**src/design/gmwa_pkg.sv**
```systemverilog
// ----------------------------------------------------------------------------
// gmwa_pkg: shared types and constants for greedy max weight assignment
// Sizes, field widths, input kind codes, sequencer states and the command
// struct between the sequencer and the best-entry unit.
// ----------------------------------------------------------------------------
package gmwa_pkg;

  localparam int MAX_VERTICES   = 32;
  localparam int WEIGHT_BITS    = 16;

  // fixed port widths
  localparam int FIELD_BITS     = 5;
  localparam int COUNT_BITS     = 6;
  localparam int IN_WEIGHT_BITS = 16;

  localparam int VCOUNT_RESET   = 32;

  // rows the 5-bit fields can reach
  localparam int FIELD_LIMIT    = 1 << FIELD_BITS;
  localparam int LIVE_MAX       = (MAX_VERTICES < FIELD_LIMIT) ? MAX_VERTICES : FIELD_LIMIT;
  localparam int IDX_BITS       = $clog2(LIVE_MAX);
  localparam int CNT_BITS       = $clog2(LIVE_MAX + 1);
  localparam int ADDR_BITS      = 2 * IDX_BITS;
  localparam int MEM_DEPTH      = 1 << ADDR_BITS;
  localparam int STORE_BITS     = (WEIGHT_BITS < IN_WEIGHT_BITS) ? WEIGHT_BITS : IN_WEIGHT_BITS;

  localparam logic KIND_WRITE   = 1'b0;
  localparam logic KIND_RUN     = 1'b1;

  typedef enum logic [2:0] {
    ST_CLEAR,
    ST_IDLE,
    ST_SCAN,
    ST_DRAIN,
    ST_COMMIT,
    ST_EMIT
  } seq_state_t;

  typedef struct packed {
    logic                clear;
    logic                issue;
    logic                free;
    logic [IDX_BITS-1:0] r;
    logic [IDX_BITS-1:0] c;
  } scan_cmd_t;

  typedef struct packed {
    logic [IDX_BITS-1:0] r;
    logic [IDX_BITS-1:0] c;
  } best_t;

endpackage

```
**src/design/gmwa_best.sv**
```systemverilog
// ----------------------------------------------------------------------------
// gmwa_best: shared compare unit
// Tracks the largest free entry seen in a round, first one wins on ties.
// ----------------------------------------------------------------------------
module gmwa_best (
  input  logic                            clk,
  input  logic                            rst,
  input  gmwa_pkg::scan_cmd_t             cmd,
  input  logic [gmwa_pkg::STORE_BITS-1:0] rdata,
  output gmwa_pkg::best_t                 best
);

  logic                            cand_valid;
  logic [gmwa_pkg::IDX_BITS-1:0]   cand_r;
  logic [gmwa_pkg::IDX_BITS-1:0]   cand_c;
  logic                            found;
  logic [gmwa_pkg::STORE_BITS-1:0] best_w;
  logic                            take;

  // candidate lines up with the registered read data
  assign take = cand_valid && (!found || (rdata > best_w));

  always_ff @(posedge clk) begin
    if (rst) begin
      cand_valid <= 1'b0;
      found      <= 1'b0;
    end else begin
      cand_valid <= cmd.issue && cmd.free;
      if (cmd.clear) begin
        found <= 1'b0;
      end else if (take) begin
        found <= 1'b1;
      end
    end
  end

  always_ff @(posedge clk) begin
    cand_r <= cmd.r;
    cand_c <= cmd.c;
    if (take && !cmd.clear) begin
      best_w <= rdata;
      best.r <= cand_r;
      best.c <= cand_c;
    end
  end

endmodule

```
**config.mk**
```make
export PLATFORM = sky130hd
export DESIGN_NAME = gmwa_best
export DESIGN_NICKNAME = d
export VERILOG_FILES = /design/src/design/gmwa_pkg.sv /design/src/design/gmwa_best.sv
export SDC_FILE = /design/constraint.sdc
export NUM_CORES = 1
export LEC_CHECK = 0
export ABC_AREA = 1
export BUFFER_PORTS_ARGS = -buffer_cell sky130_fd_sc_hd__buf_2
export CAP_MARGIN = 30
export CORE_ASPECT_RATIO = 0.9
export CORE_MARGIN = 2
export CORE_UTILIZATION = 33
export DETAILED_ROUTE_END_ITERATION = 8
export MAX_ROUTING_LAYER = met4
export PLACE_DENSITY = 0.68
export SLEW_MARGIN = 20
export SYNTH_ARGS = -nofsm -noshare
export SYNTH_HDL_FRONTEND = slang
export SYNTH_SLANG_ARGS = --single-unit
```
**constraint.sdc**
```tcl
create_clock -name clk -period 2.3 [get_ports clk]
set_input_delay 0.46 -clock clk [delete_from_list [all_inputs] [get_ports clk]]
set_output_delay 0.46 -clock clk [all_outputs]
set_load 0.02 [all_outputs]
```
* Word level (Yosys, flattened, before mapping) *
Index checks and enable logic that the tools add are counted.

storage, ports and cells
  flip-flop bits (word level) = 38
  input bits = 31
  word-level logic and storage cells = 15

operators by class
  magnitude comparators = 1
  reduce and logical (&&, ||, !) cells = 7

operators with widths
  kind                 number
  > comparator 16 bit  1
  logical AND 1 bit    3
  zero test 1 bit      2
  OR reduction 2 bit   1
  logical OR 1 bit     1

* Logic depth before layout (Yosys ltp) *
Gate-level depths: netlist of the first run.

  depth after elaboration = 4
  gate-level depth with buffers = 13
  gate-level depth less buffers = 13

* Worst setup path after synthesis of the first run *
OpenSTA, ideal clock, no wires.

  path type = input -> register
  start = in rdata[15] (netlist name)
  end = reg best[0] (netlist name), enable pin
  arrival time = 1.968 ns
  required time = 1.908 ns
  path slack = -0.060 ns
  stages = 7
  path through = ha_1 > nand2_2 > nor3_2 > nand2_1 > nand2_1 > nand2_1 > a21oi_2

between the ends
  word-level cells in the longest chain between the ends = 4

ends and longest elaborated chain
  element              line             RTL
  start: declaration   gmwa_best.sv:9   input logic [gmwa_pkg::STORE_BITS-1:0] rdata,
  > comparator 16 bit  gmwa_best.sv:21  assign take = cand_valid && (!found || (rdata > best_w));
  logical OR 1 bit     gmwa_best.sv:21
  logical AND 1 bit    gmwa_best.sv:21
  logical AND 1 bit    gmwa_best.sv:40  if (take && !cmd.clear) begin
  end: declaration     gmwa_best.sv:10  output gmwa_pkg::best_t best

Every way passes these cells.
A chain may end at the register's enable or synchronous reset.

* Worst setup path after layout of the first run *
  start = reg best_w[11] (netlist name)
  end = reg best[0] (netlist name), enable pin

between the ends
  word-level cells in the longest chain between the ends = 4

ends and longest elaborated chain
  element                   line             RTL
  start: declaration        gmwa_best.sv:17  logic [gmwa_pkg::STORE_BITS-1:0] best_w;
  start signal: assignment  gmwa_best.sv:41  best_w <= rdata;
  > comparator 16 bit       gmwa_best.sv:21
  logical OR 1 bit          gmwa_best.sv:21
  logical AND 1 bit         gmwa_best.sv:21
  logical AND 1 bit         gmwa_best.sv:40

Every way passes these cells.

==> impl_metrics.json, run 1 <==
{
  "num-fill-cells": 400,
  "antenna_found_initial": 0,
  "grt_start_max_net_pins": 15,
  "worst-slew-pin-transition_ps": 185,
  "crit_buf_inv": 2,
  "vias": 890,
  "htree_levels": 2,
  "total_core_area_um2": 4400,
  "hold_path.class": "in -> reg",
  "gp_congestion": 0.756,
  "status": "completed",
  "drc_violations_left": 0,
  "grt_setup_unrepaired": "false",
  "dp.final_hpwl_um": 1730,
  "setup_viol": 0,
  "final.min_clock_period_ps": 1810,
  "detail_route.vias_per_cell": 3.90,
  "initial_utilization_pct": 33.8,
  "die_height_um": 67.7,
  "synth_top_cell_area_share_pct": 52.4,
  "tritoncts": "built",
  "leakagePower_nw": 0.892,
  "crit_path_max_fanout": 14,
  "cts_hold_buf": 0,
  "timing.setup.critical_path_class": "reg -> reg",
  "worst_path_max_delay_cell": "edfxtp_1",
  "synth.lib_cells_used.distinct": 16,
  "worst_clock_skew_ps": 5.82,
  "synth.cell_area_um2": 1490,
  "numPortBuffers": 40,
  "r2r_setup_slack_ps": 490,
  "synthesis.nets": 163,
  "cp.arrival_ps": 1810,
  "syn_avg_cell_area_um2": 12.8,
  "drt-total-wl_um": 2260,
  "floorplan.die_area_um2": 5070,
  "finalHoldViolCount": 0,
  "timing.final.max_slew_violations": 0,
  "critical-path-top-delay-family": "simple AND/OR/NAND/NOR gates",
  "grt_util_all_layers_pct": 10.7,
  "critical_path.cell_chain": "inv_1 -> ha_1 -> nand4_1 -> nor3_2 -> nand2_1 -> nand2_1 -> nand2_1 -> a21oi_4 -> buf_12",
  "die_x_um": 74.8,
  "antennaDiodeCount": 0,
  "netlist_instances": 116,
  "cap_viol_max_count": 0,
  "yosysWarnings": 0,
  "grt_pass1_vias": 849,
  "number_of_detailed_route_iterations_in_the_first_pass": 3,
  "ys_seq_area_share_pct": 68.6,
  "irDropWorstVdd_v": 0.000429,
  "count_of_routing_violations_after_the_opening_detailed_route_iteration": 25,
  "antenna_violating_nets_left": 0,
  "timing.slew.headroom_pct": 87.7,
  "postcts_setup_bufs": 0,
  "netlist_top_cells_area": "edfxtp_1 52%, dfxtp_1 16%, ha_1 13%",
  "final_layout_size_suffix_gt1_share_pct": 31.9,
  "cts.reportedPaths.clkPinSlew_ps": 70,
  "area.growth.synth_to_final_pct": 30.1,
  "grt-ovfl-total": 0,
  "cts.sink_count": 38,
  "critPathLaunchType": "flop",
  "fmax_ghz": 0.551,
  "placedCellCount": 220,
  "end_kind": "flop",
  "tns_ps": 0,
  "worstSkewPairLatency_ps": 290,
  "top_level_ports": 41,
  "synth-seq-cells": 38,
  "grt_first_pass_wirelength_um": 3670,
  "stdcell_count": 228,
  "max-clock-path-buffers": 2,
  "timing.critical_path.required_ps": 2300,
  "ctsResizeCount": 0,
  "timing.critical_path.slowest_cell_delay_ps": 330,
  "post_drt_wl_per_cell_um": 9.90,
  "fp-row-count": 23,
  "tritoncts.num_buffers": 5,
  "power_per_standard_cell_area_nw_per_um2": 729,
  "post-synth-top-area-cell": "edfxtp_1",
  "clock-root-buffer": "clkbuf_8",
  "layout_worst_path_cycle_share_pct": 78.9,
  "hold_ws_ps": 269,
  "post_layout_nets": 212,
  "worst_path_most_repeated_cell": "nand2_1"
}
power by group:
group	leakage, nW	internal, mW	switching (mW)	total, mW
Combinational	0.493	0.0432	0.0468	0.0901
Clock	0.0622	0.341	0.226	0.568
Sequential	0.337	0.749	0.00438	0.754
layout make-up:
cell class                 instances  area (um^2)  share of cell area [%]
sequential                        38         1020                    52.7
clock buffer                       7          119                    6.14
tap                               62         77.6                    4.01
multi-input combinational         57          397                    20.5
clock inverter                     1         3.75                   0.194
inverter                          21         78.8                    4.07
timing repair buffer              42          240                    12.4
metal layers:
metal | vias up | part of all wire (%) | track usage [%]
li1 | 482 | - | -
met1 | 374 | 48 | 13.0
met2 | 30 | 43 | 14.0
met3 | 4 | 8.4 | 6.27
met4 | 0 | 1.3 | 5.36
met5 | - | 0 | -
cells by family (layout without fill, tap and decap cells):
group | after synthesis | after routing | synth area share, %
adder cells (fa/ha/maj) | 16 | 16 | 13.4
AND/OR/NAND/NOR | 32 | 32 | 9.24
flip-flops | 38 | 38 | 68.6
AO/OA/AOI/OAI | 9 | 9 | 3.45
buffers and inverters | 21 | 71 | 5.29
registers in the layout (all words and copies together), names as in the netlist:
name,flops
best_w,16
cand_c,5
cand_valid,1
found,1
cand_r,5
best,10
Yosys cell counts, drive strengths merged:
master	n
nor3	2
o21ai	1
a21o	1
edfxtp	26
nand4	1
nand2	20
ha	16
dfxtp	12
nor2	7
a21oi	7
inv	21
nand3	2
layout by cell type, fill, tap and decap left out, types with 2 or more instances in the layout:
cell type	synthesis	routed
clkbuf_16	0	2
ha_1	16	16
buf_12	0	2
dfxtp_1	12	12
nand2_1	19	19
buf_2	0	40
nand3_1	2	2
nor2_1	6	6
a21oi_1	6	6
edfxtp_1	26	26
inv_1	21	21
clkbuf_8	0	5
final timing paths:
kind                   start        end  depth (start not counted)
setup reg to reg  best_w[11]    best[0]                          9
hold / removal        cmd[1]  cand_c[1]                          1
hold reg to reg    cand_r[1]    best[6]                          0
setup / recovery  best_w[11]    best[0]                          9
stage by stage:
stage	setup slack (ps)	cell area, um^2	power [mW]	utilization (%)
floorplan	229	1500	0.814	-
global placement	253	1810	0.859	41.2
detailed placement	244	1810	0.861	41.2
CTS	452	1940	1.43	44.0
global route	310	1940	1.47	44.0
finish	485	1940	1.41	44.0
No activity file was read; power rests on OpenSTA's default activity.
==> run 2, diff against run 1 <==
--- a/config.mk
+++ b/config.mk
@@ -5,7 +5,7 @@
 export SDC_FILE = /design/constraint.sdc
 export NUM_CORES = 1
 export LEC_CHECK = 0
-export ABC_AREA = 1
+export ABC_AREA = 0
 export BUFFER_PORTS_ARGS = -buffer_cell sky130_fd_sc_hd__buf_2
 export CAP_MARGIN = 30
 export CORE_ASPECT_RATIO = 0.9
==> constraint.sdc (replaced) <==
create_clock -name clk -period 1.5 [get_ports clk]
set_input_delay 0.3 -clock clk [delete_from_list [all_inputs] [get_ports clk]]
set_output_delay 0.3 -clock clk [all_outputs]
set_load 0.02 [all_outputs]
==> impl_metrics.json, run 2 <==
{
  "status": "complete, but fails checks",
  "failed_checks": "negative setup slack",
  "synth_compound_gate_area_share_pct": 7.22,
  "post_drt_wl_per_cell_um": 12.2,
  "total_core_area_um2": 4370,
  "numPortBuffers": 40,
  "fmax_ghz": 0.480,
  "finalHoldViolCount": 0,
  "antenna_found_initial": 0,
  "floorplan.die_area_um2": 5010,
  "grt_start_max_net_pins": 18,
  "synth-seq-cells": 38,
  "timing.setup.critical_path_class": "reg -> reg",
  "timing.final.max_slew_violations": 0,
  "critPathLaunchType": "flop",
  "count_of_routing_violations_after_the_opening_detailed_route_iteration": 65,
  "tns_ps": -14660,
  "number_of_detailed_route_iterations_in_the_first_pass": 4,
  "dpl_cell_area_um2": 1840,
  "tritoncts": "built",
  "die_x_um": 74.4,
  "final_cell_mix": "40 x buf_2, 26 x edfxtp_1, 16 x inv_1, 12 x dfxtp_1, 9 x ha_1",
  "worst_clock_skew_ps": 5.93,
  "yosysWarnings": 0,
  "post_synth_xor_area_fraction_pct": 0,
  "hold_path.class": "in -> reg",
  "async_reset_ff_share_pct": 0,
  "final.min_clock_period_ps": 2080,
  "layout_worst_path_cycle_share_pct": 139,
  "grt_pass1_vias": 1046,
  "die_height_um": 67.4,
  "tritoncts.num_buffers": 5,
  "synth_top_cell_area_share_pct": 53.0,
  "power_per_standard_cell_area_nw_per_um2": 967,
  "syn_avg_cell_area_um2": 14.7,
  "max-clock-path-buffers": 2,
  "htree_levels": 2,
  "cts.reportedPaths.clkPinSlew_ps": 70,
  "place_worst_setup_slack_ps": -637,
  "timing.critical_path.required_ps": 1550,
  "ys_seq_area_share_pct": 69.3,
  "fp-row-count": 23,
  "synth.most_common_cell": "edfxtp_1",
  "drt-total-wl_um": 2700,
  "synthAdderAreaFrac_pct": 13.6,
  "worst-slew-pin-transition_ps": 314,
  "post-synth-top-area-cell": "edfxtp_1",
  "top_level_ports": 41,
  "synthesis.nets": 147,
  "grt_first_pass_wirelength_um": 4570,
  "setup_viol": 26,
  "synth.lib_cells_used.distinct": 22,
  "flip_flop_count_of_the_largest_register_after_layout": 16,
  "dp.final_hpwl_um": 1980,
  "initial_utilization_pct": 33.7,
  "end_kind": "flop",
  "synth_top_cells_by_count": "26 x edfxtp_1, 18 x inv_1, 16 x ha_1, 12 x dfxtp_1",
  "registers.top_by_ff_count": "best_w",
  "irDropWorstVdd_v": 0.000675,
  "worstSkewPairLatency_ps": 290,
  "timing.final.ws_setup_ps": -582,
  "sequential_cell_area_in_the_final_layout_um2": 1020,
  "area.growth.synth_to_final_pct": 40.2,
  "cts_hold_buf": 0,
  "cp.arrival_ps": 2130,
  "grt-ovfl-total": 0,
  "most_used_flip_flop_cell_after_synthesis": "edfxtp_1",
  "synth.cell_area_um2": 1470,
  "synth_top_family_by_area": "adder cells",
  "vias": 960,
  "design_area_um2": 2060,
  "layout_commonest_cell": "buf_2",
  "grt_setup_unrepaired": "true",
  "multi_input_comb_area_um2": 493,
  "grt_util_all_layers_pct": 12.8,
  "final_layout_size_suffix_gt1_share_pct": 45.9,
  "timing.slew.headroom_pct": 78.9,
  "netlist_top_cells_area": "edfxtp_1 53%, dfxtp_1 16%, ha_1 14%",
  "synth-edff-count": 26,
  "antenna_violating_nets_left": 0,
  "yosys.area_share.simple_pct": 5.27,
  "num-fill-cells": 415,
  "cap_viol_max_count": 0,
  "clock-root-buffer": "clkbuf_8",
  "drc_violations_left": 0,
  "gp_congestion": 0.722,
  "cts.sink_count": 38,
  "detail_route.vias_per_cell": 4.34,
  "netlist_instances": 100,
  "crit_path_max_fanout": 17,
  "largestRegisters": "best_w (16), best (10)",
  "synth.mux.area_fraction_pct": 0,
  "leakagePower_nw": 0.877,
  "antennaDiodeCount": 0,
  "post_layout_nets": 205
}
[run 2: worst max-delay path, stage by stage (launching register included)]
cell      delay (ps)
edfxtp_1         390
inv_2             80
ha_4             190
nand4_1          170
nor2_1            70
a2111o_1         430
o31a_4           340
buf_12           170
[run 2: path summary, 6_finish.rpt]
path	from	endpoint	slack, ps	cells past startpoint
setup / recovery	best_w[11]	best[5]	-580	7
hold / removal	cmd[6]	cand_r[1]	110	1
setup reg to reg	best_w[11]	best[5]	-580	7
hold reg to reg	cand_c[0]	best[0]	400	0
[run 2: power by group]
part           switching [mW]  internal (mW)  total (mW)
Combinational          0.0830         0.0922       0.175
Clock                   0.344          0.322       0.666
Sequential            0.00664           1.15        1.16
[run 2: final cells by class]
cell class	count	area share (%)
clock inverters	2	0.485
flip-flops and latches	38	49.5
well taps	62	3.76
inverters	18	3.27
multi-input cells	44	23.9
clock buffers	6	3.52
repair buffers	51	15.6
[run 2: per-layer routing]
metal | global-route usage, % | up-vias | wire length, um
met3 | 4.18 | 7 | 194
met1 | 14.7 | 442 | 1100
met4 | 6.03 | 0 | 57
li1 | - | 474 | -
met2 | 20.2 | 37 | 1350
met5 | - | - | 0
[run 2: kinds of logic after synthesis]
| logic type | Yosys count |
|---|---|
| flops | 38 |
| simple gates | 13 |
| fa+ha+maj | 16 |
| compound gates | 15 |
| buf+inv | 18 |
[run 2: per-stage QoR]
stage / power (mW) / cells / utilization (%) / hold slack (ps)
after floorplan: 1.24 / 100 / - / 328
after global placement: 1.32 / 211 / 42.0 / 386
after detailed placement: 1.33 / 211 / 42.0 / 389
after CTS: 2.02 / 221 / 46.7 / 94.4
after global routing: 2.10 / 221 / 47.2 / 88.2
final: 2.00 / 221 / 47.2 / 108
[run 2: repair_timing]
item,in CTS,in global routing
endpoints found under the hold margin,0,0
resized for setup,13,2
setup endpoints to repair,26,26
gates cloned,1,0
pin swaps,3,0
setup buffers,1,0
