## config.mk

```make
export PLATFORM = sky130hd
export DESIGN_NAME = gmwa_seq
export DESIGN_NICKNAME = d
export VERILOG_FILES = /design/src/design/gmwa_pkg.sv /design/src/design/gmwa_seq.sv
export SDC_FILE = /design/constraint.sdc
export NUM_CORES = 1
export LEC_CHECK = 0
export ABC_AREA = 1
export BUFFER_PORTS_ARGS = -buffer_cell sky130_fd_sc_hd__buf_2
export CORE_MARGIN = 3
export CORE_UTILIZATION = 42
export DETAILED_ROUTE_END_ITERATION = 10
export GPL_TIMING_DRIVEN = 0
export PLACE_DENSITY = 0.71
export REMOVE_ABC_BUFFERS = 1
export SYNTH_ARGS = -nofsm -noshare
export SYNTH_HDL_FRONTEND = slang
export SYNTH_SLANG_ARGS = --single-unit
```

## constraint.sdc

```tcl
create_clock -name clk -period 2.1 [get_ports clk]
set_clock_uncertainty 0.1 [all_clocks]
set_input_delay 0.42 -clock clk [delete_from_list [all_inputs] [get_ports clk]]
set_output_delay 0.42 -clock clk [all_outputs]
set_load 0.02 [all_outputs]
```

## src/design/gmwa_pkg.sv

```systemverilog
// ----------------------------------------------------------------------------
// gmwa_pkg: shared types and constants for greedy max weight assignment
// Sizes, field widths, input kind codes, sequencer states and the command
// struct between the sequencer and the best-entry unit.
// ----------------------------------------------------------------------------
package gmwa_pkg;

  localparam int MAX_VERTICES   = 32;
  localparam int WEIGHT_BITS    = 16;

  // fixed port widths
  localparam int FIELD_BITS     = 5;
  localparam int COUNT_BITS     = 6;
  localparam int IN_WEIGHT_BITS = 16;

  localparam int VCOUNT_RESET   = 32;

  // rows the 5-bit fields can reach
  localparam int FIELD_LIMIT    = 1 << FIELD_BITS;
  localparam int LIVE_MAX       = (MAX_VERTICES < FIELD_LIMIT) ? MAX_VERTICES : FIELD_LIMIT;
  localparam int IDX_BITS       = $clog2(LIVE_MAX);
  localparam int CNT_BITS       = $clog2(LIVE_MAX + 1);
  localparam int ADDR_BITS      = 2 * IDX_BITS;
  localparam int MEM_DEPTH      = 1 << ADDR_BITS;
  localparam int STORE_BITS     = (WEIGHT_BITS < IN_WEIGHT_BITS) ? WEIGHT_BITS : IN_WEIGHT_BITS;

  localparam logic KIND_WRITE   = 1'b0;
  localparam logic KIND_RUN     = 1'b1;

  typedef enum logic [2:0] {
    ST_CLEAR,
    ST_IDLE,
    ST_SCAN,
    ST_DRAIN,
    ST_COMMIT,
    ST_EMIT
  } seq_state_t;

  typedef struct packed {
    logic                clear;
    logic                issue;
    logic                free;
    logic [IDX_BITS-1:0] r;
    logic [IDX_BITS-1:0] c;
  } scan_cmd_t;

  typedef struct packed {
    logic [IDX_BITS-1:0] r;
    logic [IDX_BITS-1:0] c;
  } best_t;

endpackage

```

## src/design/gmwa_seq.sv

```systemverilog
// ----------------------------------------------------------------------------
// gmwa_seq: sequencer
// Clearing pass, weight writes, round scans, commits and result emission.
// ----------------------------------------------------------------------------
module gmwa_seq (
  input  logic                                clk,
  input  logic                                rst,
  input  logic                                in_valid,
  output logic                                in_stall,
  input  logic                                kind,
  input  logic [gmwa_pkg::FIELD_BITS-1:0]     row,
  input  logic [gmwa_pkg::FIELD_BITS-1:0]     col,
  input  logic [gmwa_pkg::IN_WEIGHT_BITS-1:0] weight,
  input  logic [gmwa_pkg::CNT_BITS-1:0]       n,
  output logic                                out_valid,
  input  logic                                out_stall,
  output logic [gmwa_pkg::FIELD_BITS-1:0]     out_row,
  output logic [gmwa_pkg::FIELD_BITS-1:0]     out_col,
  output logic                                out_last,
  output logic                                we,
  output logic [gmwa_pkg::ADDR_BITS-1:0]      waddr,
  output logic [gmwa_pkg::STORE_BITS-1:0]     wdata,
  output logic [gmwa_pkg::ADDR_BITS-1:0]      raddr,
  output gmwa_pkg::scan_cmd_t                 cmd,
  input  gmwa_pkg::best_t                     best
);

  gmwa_pkg::seq_state_t state, state_next;

  logic [gmwa_pkg::ADDR_BITS-1:0] clr_addr;
  logic [gmwa_pkg::IDX_BITS-1:0]  scan_r;
  logic [gmwa_pkg::IDX_BITS-1:0]  scan_c;
  logic [gmwa_pkg::IDX_BITS-1:0]  round;
  logic [gmwa_pkg::IDX_BITS-1:0]  emit_r;
  logic [gmwa_pkg::LIVE_MAX-1:0]  row_blk;
  logic [gmwa_pkg::LIVE_MAX-1:0]  col_blk;
  logic [gmwa_pkg::IDX_BITS-1:0]  assign_col [gmwa_pkg::LIVE_MAX];

  logic [gmwa_pkg::IDX_BITS-1:0]  n_last;
  logic                           in_take;
  logic                           run_take;
  logic                           in_range;
  logic                           emit_load;
  logic                           scan_end;

  assign n_last   = gmwa_pkg::IDX_BITS'(n - gmwa_pkg::CNT_BITS'(1));
  assign in_stall = (state != gmwa_pkg::ST_IDLE);
  assign in_take  = in_valid && !in_stall;
  assign run_take = in_take && (kind == gmwa_pkg::KIND_RUN);
  assign in_range = ({1'b0, row} < (gmwa_pkg::FIELD_BITS+1)'(gmwa_pkg::LIVE_MAX)) &&
                    ({1'b0, col} < (gmwa_pkg::FIELD_BITS+1)'(gmwa_pkg::LIVE_MAX));
  assign emit_load = (state == gmwa_pkg::ST_EMIT) && (!out_valid || !out_stall);
  assign scan_end  = (scan_r == n_last) && (scan_c == n_last);

  // matrix write port: clearing pass or a write item
  always_comb begin
    if (state == gmwa_pkg::ST_CLEAR) begin
      we    = 1'b1;
      waddr = clr_addr;
      wdata = '0;
    end else begin
      we    = in_take && (kind == gmwa_pkg::KIND_WRITE) && in_range;
      waddr = {row[gmwa_pkg::IDX_BITS-1:0], col[gmwa_pkg::IDX_BITS-1:0]};
      wdata = weight[gmwa_pkg::STORE_BITS-1:0];
    end
  end

  assign raddr     = {scan_r, scan_c};
  assign cmd.clear = (state == gmwa_pkg::ST_SCAN) && (scan_r == '0) && (scan_c == '0);
  assign cmd.issue = (state == gmwa_pkg::ST_SCAN);
  assign cmd.free  = !row_blk[scan_r] && !col_blk[scan_c];
  assign cmd.r     = scan_r;
  assign cmd.c     = scan_c;

  always_ff @(posedge clk) begin
    if (rst) begin
      state <= gmwa_pkg::ST_CLEAR;
    end else begin
      state <= state_next;
    end
  end

  always_comb begin
    state_next = state;
    unique case (state)
      gmwa_pkg::ST_CLEAR: begin
        if (clr_addr == '1) state_next = gmwa_pkg::ST_IDLE;
      end
      gmwa_pkg::ST_IDLE: begin
        if (run_take && (n != '0)) state_next = gmwa_pkg::ST_SCAN;
      end
      gmwa_pkg::ST_SCAN: begin
        if (scan_end) state_next = gmwa_pkg::ST_DRAIN;
      end
      gmwa_pkg::ST_DRAIN: begin
        state_next = gmwa_pkg::ST_COMMIT;
      end
      gmwa_pkg::ST_COMMIT: begin
        if (round == n_last) state_next = gmwa_pkg::ST_EMIT;
        else state_next = gmwa_pkg::ST_SCAN;
      end
      gmwa_pkg::ST_EMIT: begin
        if (emit_load && (emit_r == n_last)) state_next = gmwa_pkg::ST_IDLE;
      end
      default: state_next = gmwa_pkg::ST_IDLE;
    endcase
  end

  always_ff @(posedge clk) begin
    if (rst) begin
      clr_addr  <= '0;
      scan_r    <= '0;
      scan_c    <= '0;
      round     <= '0;
      emit_r    <= '0;
      out_valid <= 1'b0;
      row_blk   <= '0;
      col_blk   <= '0;
    end else begin
      if (state == gmwa_pkg::ST_CLEAR) begin
        clr_addr <= clr_addr + 1'b1;
      end
      if (run_take) begin
        row_blk <= '0;
        col_blk <= '0;
        scan_r  <= '0;
        scan_c  <= '0;
        round   <= '0;
        emit_r  <= '0;
      end
      if (state == gmwa_pkg::ST_SCAN) begin
        if (scan_c == n_last) begin
          scan_c <= '0;
          if (scan_r == n_last) scan_r <= '0;
          else scan_r <= scan_r + 1'b1;
        end else begin
          scan_c <= scan_c + 1'b1;
        end
      end
      if (state == gmwa_pkg::ST_COMMIT) begin
        row_blk[best.r] <= 1'b1;
        col_blk[best.c] <= 1'b1;
        round           <= round + 1'b1;
      end
      if (emit_load) begin
        out_valid <= 1'b1;
        emit_r    <= emit_r + 1'b1;
      end else if (out_valid && !out_stall) begin
        out_valid <= 1'b0;
      end
    end
  end

  always_ff @(posedge clk) begin
    if (state == gmwa_pkg::ST_COMMIT) begin
      assign_col[best.r] <= best.c;
    end
    if (emit_load) begin
      out_row  <= gmwa_pkg::FIELD_BITS'(emit_r);
      out_col  <= gmwa_pkg::FIELD_BITS'(assign_col[emit_r]);
      out_last <= (emit_r == n_last);
    end
  end

endmodule
```

## After elaboration in Yosys (flattened, before gate mapping)

Memory sizes are Yosys's and may differ from the RTL's. A register that Yosys moved wholly into a read port is not among the register bits.
Index checks and enable logic that the tools add are counted.

- Bits in registers: 104
- Latch bits: 0
- Memory bits (writable): 160
- Bits in read-only memories: 0
- Memories: 1

- $add $sub $neg: 6
- Multipliers: 0
- Div/mod/pow operators: 0
- Order comparisons: 6
- Equal/unequal tests: 15
- Shift-type cells: 0
- Multiplexer cells: 36
- Bitwise gates (word level): 3
- Reduce and logical (&&, ||, !) cells: 28

Memories:

| memory | depth | width | read ports | clocked after memory_dff | wr ports | RTL line | RTL |
|---|---|---|---|---|---|---|---|
| assign_col | 32 | 5 | 1 | 1 | 1 | gmwa_seq.sv:37 | `logic [gmwa_pkg::IDX_BITS-1:0] assign_col [gmwa_pkg::LIVE_MAX];` |

Operators by type and width:

| operator | count |
|---|---|
| 2-to-1 mux 32 bit | 6 |
| OR 32 bit | 2 |
| 2-to-1 mux 5 bit | 9 |
| < comparator 5 x 6 -> 1 bit, second input constant | 4 |
| adder 5 x 1 -> 5 bit, second input constant | 4 |
| equality test 5 bit | 4 |
| case mux 3 bit (6 select lines) | 1 |
| 2-to-1 mux 16 bit | 1 |
| 2-to-1 mux 3 bit | 5 |
| logical AND 1 bit | 13 |
| adder 10 x 1 -> 10 bit, second input constant | 1 |
| binary-select mux 1 bit (select 5 bit) | 2 |
| demux 1 bit (select 5 bit) | 2 |
| equality test 10 bit, second input constant | 1 |
| greater-or-equal comparator 5 x 1 -> 1 bit, second input constant | 2 |
| zero test 5 bit | 2 |
| 2-to-1 mux 10 bit | 1 |
| 2-to-1 mux 1 bit | 9 |
| nonzero test 2 bit | 4 |
| equality test 3 x 2 -> 1 bit, second input constant | 2 |
| equality test 3 bit, second input constant | 2 |
| != test 2 x 1 -> 1 bit, second input constant | 3 |
| nonzero test 6 bit | 1 |
| zero test 1 bit | 5 |
| 8 further kinds | 8 |

## Logic depth before layout (Yosys ltp)

Gate-level depths: netlist of run 1.

- Depth in word-level cells: 8
- Mapped depth: 16
- Depth with buffers taken out: 16

## Least setup slack after synthesis of run 1

OpenSTA, ideal clock, no wires.

- Kind: flip-flop to output port
- From: reg scan_c[0] (netlist bit)
- To: out cmd[10] (netlist bit)
- Arrival: 1.729 ns
- Slack: -0.149 ns
- Cell stages (with the launch flop): 11
- Cells stage by stage: dfxtp_1 -> buf_4 -> inv_1 -> buf_2 -> o21ai_0 -> o22ai_1 -> o21ai_0 -> nor2_1 -> o21ai_0 -> nand2_1 -> nor2_1

RTL lines:

| item | RTL line | RTL |
|---|---|---|
| from (decl) | gmwa_seq.sv:32 | `logic [gmwa_pkg::IDX_BITS-1:0] scan_c;` |
| from (signal assigned) | gmwa_seq.sv:137 | `scan_c <= scan_c + 1'b1;` |
| to (decl) | gmwa_seq.sv:24 | `output gmwa_pkg::scan_cmd_t cmd,` |

==> impl_metrics.env, run 1 <==
export IMPL_arrival_ns=2.20
export IMPL_grt_pass1_vias=9653
export IMPL_worst_slack_ns=-0.624
export IMPL_ys_seq_area_share_pct=58.9
export IMPL_rr_startpoint="state[1]"
export IMPL_synthArstFlopShare_pct=0
export IMPL_worstPathCellList="buf_4 > o21ai_0 > o22ai_1 > o21ai_1 > nor2_1 > o21ai_1 > nand2_1 > nor2_4 > buf_6"
export IMPL_synth_largest_area_cell="edfxtp_1"
export IMPL_hold_class="input pin to flop"
export IMPL_port_buffer_count=109
export IMPL_maxCapViolations=0
export IMPL_die_h_um=175
export IMPL_timing_worst_setup_path_type="flop to primary output"
export IMPL_rsz0062_at_grt="true"
export IMPL_ant_nets=0
export IMPL_slew_violations=0
export IMPL_fin_hold_ws_ns=0.0372
export IMPL_netlist_cell_type_count=35
export IMPL_grt_max_degree=87
export IMPL_path_buf_inv=2
export IMPL_synthFlopType="edfxtp_1"
export IMPL_startpoint="scan_c[0]"
export IMPL_rows=61
export IMPL_tightest_slew_ns=0.971
export IMPL_cts_num_sinks=269
export IMPL_firstDrtPassIters=5
export IMPL_grt_pass1_wl_mm=52.2
export IMPL_placed_cell_area_um2=12700
export IMPL_final_area_um2=15000
export IMPL_max_slew_margin_pct=35.2
export IMPL_min_period_ns=2.72
export IMPL_finalSetupViolations=32
export IMPL_clkSlewWorstSetupHoldPaths_ns=0.06
export IMPL_overflow=0
export IMPL_syn_to_final_growth_pct=24.3
export IMPL_worst_setup_path_start_kind="flop"
export IMPL_drc=0
export IMPL_crit_slowest_cell="dfxtp_4"
export IMPL_drt_iter0_drc=1126
export IMPL_place_inst=1735
export IMPL_wl_mm=35.6
export IMPL_max_freq_ghz=0.367
export IMPL_worstPathRequired_ns=1.58
export IMPL_dp_hpwl_mm=18.7
export IMPL_clockRootBuffer="clkbuf_16"
export IMPL_drive_gt1_share_pct=23.3
export IMPL_ys_warn_count=0
export IMPL_gp_congestion=0.859
export IMPL_totalNegativeSetupSlack_ns=-3.63
export IMPL_core_area_um2=28000
export IMPL_ioPinCount=110
export IMPL_p_per_area_nw_per_um2=909
export IMPL_ctsHtreeMaxLevel=1
export IMPL_cts_tree="done"
export IMPL_synth_edf_count=171
export IMPL_die_area_um2=30700
export IMPL_syn_avg_cell_area_um2=9.08
export IMPL_initial_utilization_pct=43.0
export IMPL_p_leak_nw=5.41
export IMPL_rr_worst_depth=11
export IMPL_final_hold_violation_count=0
export IMPL_hp_start="out_stall"
export IMPL_grt_usage_pct=21.1
export IMPL_drt_vias_per_instance=5.64
export IMPL_wl_per_cell_um=19.3
export IMPL_cp_max_fo=7
export IMPL_numCtsBuffers=27
export IMPL_fin_nets=1502
export IMPL_diodes=0
export IMPL_irDropWorstVdd_uv=959
export IMPL_cp_common_cell="o21ai_1"
export IMPL_outcome="finished, violations left"
export IMPL_synth_top_area_share_pct=42.6
export IMPL_most_common_layout_cells="nand2_1, edfxtp_1, nor2_1, o21ai_0, a21oi_1"
export IMPL_preCtsSetupSlack_ns=-1.48
export IMPL_postSynthCellCount=1326
export IMPL_antenna_found_initial=0
export IMPL_endpoint_kind="primary output"
export IMPL_ctsLongestPathBuffers=3
export IMPL_syn_area_um2=12000
export IMPL_period_share_pct=130
export IMPL_violations="setup timing"
export IMPL_ys_ff_latch=269
export IMPL_stdcell_count=1845
export IMPL_slowest_delay_ns=0.39
export IMPL_critical_path_depth=9
export IMPL_crit_family="compound AO/OA/AOI/OAI gates"
export IMPL_worstHoldPathCells=3
export IMPL_hold_buffers=0
export IMPL_dr_total_vias=10400
export IMPL_die_w_um=175
export IMPL_mostFrequentLayoutCell="nand2_1"
export IMPL_clk_latency_ns=0.56
export IMPL_synthTopCellsByArea="edfxtp_1, dfxtp_1, nor2_1"
synth_stat cells (2+ instances only):
library cell  number
nor2_4             2
a21oi_1          106
dfxtp_1           98
o221ai_1          37
inv_2              8
buf_4             12
nor2_1           220
xor2_1             4
clkbuf_1          50
nand2_1          206
edfxtp_1         171
nand4_1           11
nand3_1           37
nor2_2             4
o31ai_1            2
ha_1               9
o21ai_0          152
buf_2             13
clkinv_1           2
nor3_1            25
buf_1              2
a31oi_1            6
nor3_4             3
nand3_2            3
inv_1            107
nand2_2            9
o22ai_1           19
through the flow:
stage | total power (W) | utilization [%]
2_1_floorplan | 0.00696 | -
3_3_place_gp | 0.00753 | 45.3
3_5_place_dp | 0.00756 | 45.4
4_1_cts | 0.0127 | 51.0
5_1_grt | 0.0141 | 53.5
6_report | 0.0136 | 53.5
tightest hold or removal path: cells and delay by family:
kind                   cells  cell delay (ns)
AOI/OAI and AO/OA          1             0.06
buffers and inverters      1             0.10
and+or+nand+nor            1             0.07
report_power, final:
group / internal (W) / leakage [nW] / switching, W
combinational: 0.00130 / 2.65 / 0.00197
sequential: 0.00566 / 2.35 / 0.0000701
clock: 0.00262 / 0.412 / 0.00199
timing repair:
action | in CTS | in global routing
gates cloned | 10 | 1
resized for setup | 138 | 154
endpoints found under the setup margin | 253 | 220
pin swaps | 10 | 19
setup buffers | 34 | 15
worst paths after layout:
check | to | slack, ns
min reg2reg | col_blk[26] | 0.36
max | cmd[10] | -0.62
min | out_valid | 0.04
max reg2reg | clr_addr[9] | -0.03
cells by family (layout without fill, tap and decap cells):
kind of cell	after synthesis	in the layout	synth area share, %
compound gates	325	325	15.0
xor+xnor	5	5	0.364
fa+ha+maj	9	9	0.935
buf+inv	195	333	6.65
flops	269	269	58.9
simple gates	523	526	18.1
area by class of cell:
cell class | instances | area (um^2)
multi-input cells | 865 | 4700
inverters | 117 | 510
clock buffers | 46 | 808
well taps | 378 | 473
fillers | 2405 | 13000
clock inverters | 4 | 37.5
flip-flops and latches | 269 | 7140
repair inverters | 8 | 78.8
repair buffers | 158 | 1230
sequential cells by signal, indices dropped and copies added (netlist names):
| signal | flops |
|---|---|
| assign_col | 160 |
| col_blk | 32 |
| row_blk | 32 |
| clr_addr | 10 |
| emit_r | 5 |
| out_col | 5 |
| out_row | 5 |
| round | 5 |
| scan_c | 5 |
| scan_r | 5 |
| state | 3 |
| out_last | 1 |
| out_valid | 1 |
routing by layer:
layer | global-route usage, % | vias to the layer above | part of all wire [%]
met2 | 35.6 | 505 | 49
li1 | - | 4794 | -
met4 | 7.55 | 0 | 4.2
met5 | 0 | - | 0
met1 | 28.3 | 4999 | 40
met3 | 2.53 | 113 | 7.0
(Power assumes the default switching activity.)
==> run 2, diff against run 1 <==
--- a/config.mk
+++ b/config.mk
@@ -7,11 +7,13 @@
 export LEC_CHECK = 0
 export ABC_AREA = 1
 export BUFFER_PORTS_ARGS = -buffer_cell sky130_fd_sc_hd__buf_2
+export CELL_PAD_IN_SITES_DETAIL_PLACEMENT = 0
+export CELL_PAD_IN_SITES_GLOBAL_PLACEMENT = 1
 export CORE_MARGIN = 3
 export CORE_UTILIZATION = 42
 export DETAILED_ROUTE_END_ITERATION = 10
 export GPL_TIMING_DRIVEN = 0
-export PLACE_DENSITY = 0.71
+export PLACE_DENSITY = 0.85
 export REMOVE_ABC_BUFFERS = 1
 export SYNTH_ARGS = -nofsm -noshare
 export SYNTH_HDL_FRONTEND = slang
==> run 2 against run 1 <==
  * The run still ends with setup timing left
  * Hold slack got worse by 0.0051 ns
  * Sequential share of layout area rose by 0.25 points
  * Cell count fell by 0.43%
  * Die area did not move
  * Utilization fell by 0.29 points
  * Sequential cell count did not move
  * Global-route usage rose by 0.16 points
  * First-iteration DRC count fell by 19%
  * Routed wire length fell by 3.2%
  * Critical path type unchanged
==> impl_metrics.env, run 2 (synthesis gave the netlist of run 1 again) <==
export IMPL_slew_violations=0
export IMPL_initial_utilization_pct=43.0
export IMPL_min_period_ns=2.66
export IMPL_rr_worst_depth=9
export IMPL_max_slew_margin_pct=37.1
export IMPL_path_buf_inv=2
export IMPL_numCtsBuffers=28
export IMPL_slowest_delay_ns=0.44
export IMPL_grt_max_degree=87
export IMPL_ctsHtreeMaxLevel=1
export IMPL_crit_family="flip-flops"
export IMPL_endpoint_kind="primary output"
export IMPL_clockRootBuffer="clkbuf_16"
export IMPL_rsz0062_at_grt="true"
export IMPL_die_w_um=175
export IMPL_clk_latency_ns=0.57
export IMPL_largest_reg_flops=160
export IMPL_finalSetupViolations=23
export IMPL_worst_setup_path_start_kind="flop"
export IMPL_cts_tree="done"
export IMPL_n_fill_cell=2508
export IMPL_tightest_slew_ns=0.944
export IMPL_crit_slowest_cell="dfxtp_4"
export IMPL_critical_path_depth=9
export IMPL_top_regs="assign_col (160), col_blk (32), row_blk (32)"
export IMPL_worstPathCellList="clkinvlp_4 > nor2_1 > o22ai_1 > o21ai_0 > nor2_1 > o21ai_1 > nand2_1 > nor2_4 > buf_6"
export IMPL_timing_worst_setup_path_type="flop to primary output"
export IMPL_port_buffer_count=109
export IMPL_ant_nets=0
export IMPL_power_w=0.0135
export IMPL_irDropWorstVdd_uv=689
export IMPL_most_common_layout_cells="nand2_1, edfxtp_1, nor2_1, o21ai_0, a21oi_1"
export IMPL_dr_total_vias=10100
export IMPL_maxCapViolations=0
export IMPL_regMostFlops="assign_col"
export IMPL_preCtsSetupSlack_ns=-1.32
export IMPL_hp_start="out_stall"
export IMPL_max_freq_ghz=0.375
export IMPL_core_area_um2=28000
export IMPL_antenna_found_initial=0
export IMPL_hold_class="input pin to flop"
export IMPL_arrival_ns=2.14
export IMPL_grt_pass1_wl_mm=52.2
export IMPL_syn_to_final_growth_pct=23.6
export IMPL_ctsLongestPathBuffers=3
export IMPL_r2r_end="out_col[1]"
export IMPL_ioPinCount=110
export IMPL_outcome="finished, violations left"
export IMPL_cts_num_sinks=269
export IMPL_rows=61
export IMPL_gp_congestion=0.844
export IMPL_grt_usage_pct=21.3
export IMPL_worstPathRequired_ns=1.58
export IMPL_rr_startpoint="emit_r[1]"
export IMPL_fin_nets=1494
export IMPL_crit_end="cmd[10]"
export IMPL_violations="setup timing"
export IMPL_cp_common_cell="nor2_1"
export IMPL_startpoint="scan_c[0]"
export IMPL_fin_hold_ws_ns=0.0321
export IMPL_wl_per_cell_um=18.7
export IMPL_drt_iter0_drc=909
export IMPL_firstDrtPassIters=5
export IMPL_drt_vias_per_instance=5.52
export IMPL_die_area_um2=30700
export IMPL_grt_pass1_vias=9464
export IMPL_die_h_um=175
export IMPL_period_share_pct=127
export IMPL_clkSlewWorstSetupHoldPaths_ns=0.06
export IMPL_drive_gt1_share_pct=22.8
export IMPL_diodes=0
export IMPL_p_per_area_nw_per_um2=908
export IMPL_overflow=0
export IMPL_cp_max_fo=7
export IMPL_final_hold_violation_count=0
export IMPL_worst_slack_ns=-0.564
export IMPL_drc=0
export IMPL_reg2reg_setup_slack_ns=0.07
export IMPL_p_leak_nw=5.35
export IMPL_mostFrequentLayoutCell="nand2_1"
export IMPL_dp_hpwl_mm=18.8
export IMPL_wl_mm=34.4
[run 2: changes by cell type in the layout (fill, tap and decap cells not counted), sizes merged]
cell	before	now
nand2	219	218
buf	158	150
bufinv	0	2
clkinv	7	13
clkinvlp	10	9
clkbuf	46	40
[run 2: per-stage QoR]
step | TNS (ns) | utilization (%) | instances | cell area [um^2]
detailed placement | -70.42 | 45.4 | 1735 | 12700
floorplan | -11.44 | - | 1248 | 11700
finish | -2.84 | 53.2 | 1837 | 14900
global placement | -88.15 | 45.3 | 1735 | 12700
CTS | -2.18 | 50.9 | 1821 | 14200
global route | -4.77 | 53.2 | 1837 | 14900
[run 2: worst reg2reg max path, cell delays in order, from the launching register on]
cell	delay [ns]
dfxtp_4	0.46
buf_4	0.16
buf_12	0.11
clkinvlp_4	0.16
o21ai_0	0.12
o221ai_1	0.15
nand3_1	0.14
o21ai_0	0.10
nor2_1	0.22
a21oi_1	0.07
[run 2: per-layer routing]
layer  share of wire, %  global-route usage (%)  up-vias
met1                 42                    28.9     4928
met3                6.6                    2.57       67
met4                2.6                    6.55        0
met2                 49                    35.9      386
met5                  0                       0        -
li1                   -                       -     4768
[run 2: timing repair]
action	CTS	global route
resized for setup	127	154
gates cloned	8	2
hold buffers	0	0
endpoints found under the setup margin	257	219
pin swaps	9	16
buffers inserted	27	14
[run 2: layout make-up]
| type | count | area, um^2 | area share (%) |
|---|---|---|---|
| clock buffer | 40 | 786 | 5.28 |
| clock inverter | 11 | 104 | 0.697 |
| inverter | 117 | 528 | 3.55 |
| multi-input combinational | 864 | 4660 | 31.3 |
| sequential | 269 | 7140 | 47.9 |
| tap | 378 | 473 | 3.18 |
| timing repair buffer | 150 | 1130 | 7.62 |
| timing repair inverter | 8 | 75.1 | 0.504 |
[run 2: where the power goes]
group / switching (W) / internal, W / total, W
sequential: 0.0000730 / 0.00566 / 0.00574
combinational: 0.00177 / 0.00121 / 0.00298
clock: 0.00207 / 0.00273 / 0.00480
total: 0.00392 / 0.00960 / 0.0135
[run 2: worst min-delay path by stage]
stage / end / cells after the start
finish: out_valid / 3
global route: out_valid / 3
CTS: out_valid / 3
detailed placement: col_blk[5] / 2
global placement: col_blk[25] / 2
floorplan: col_blk[10] / 2
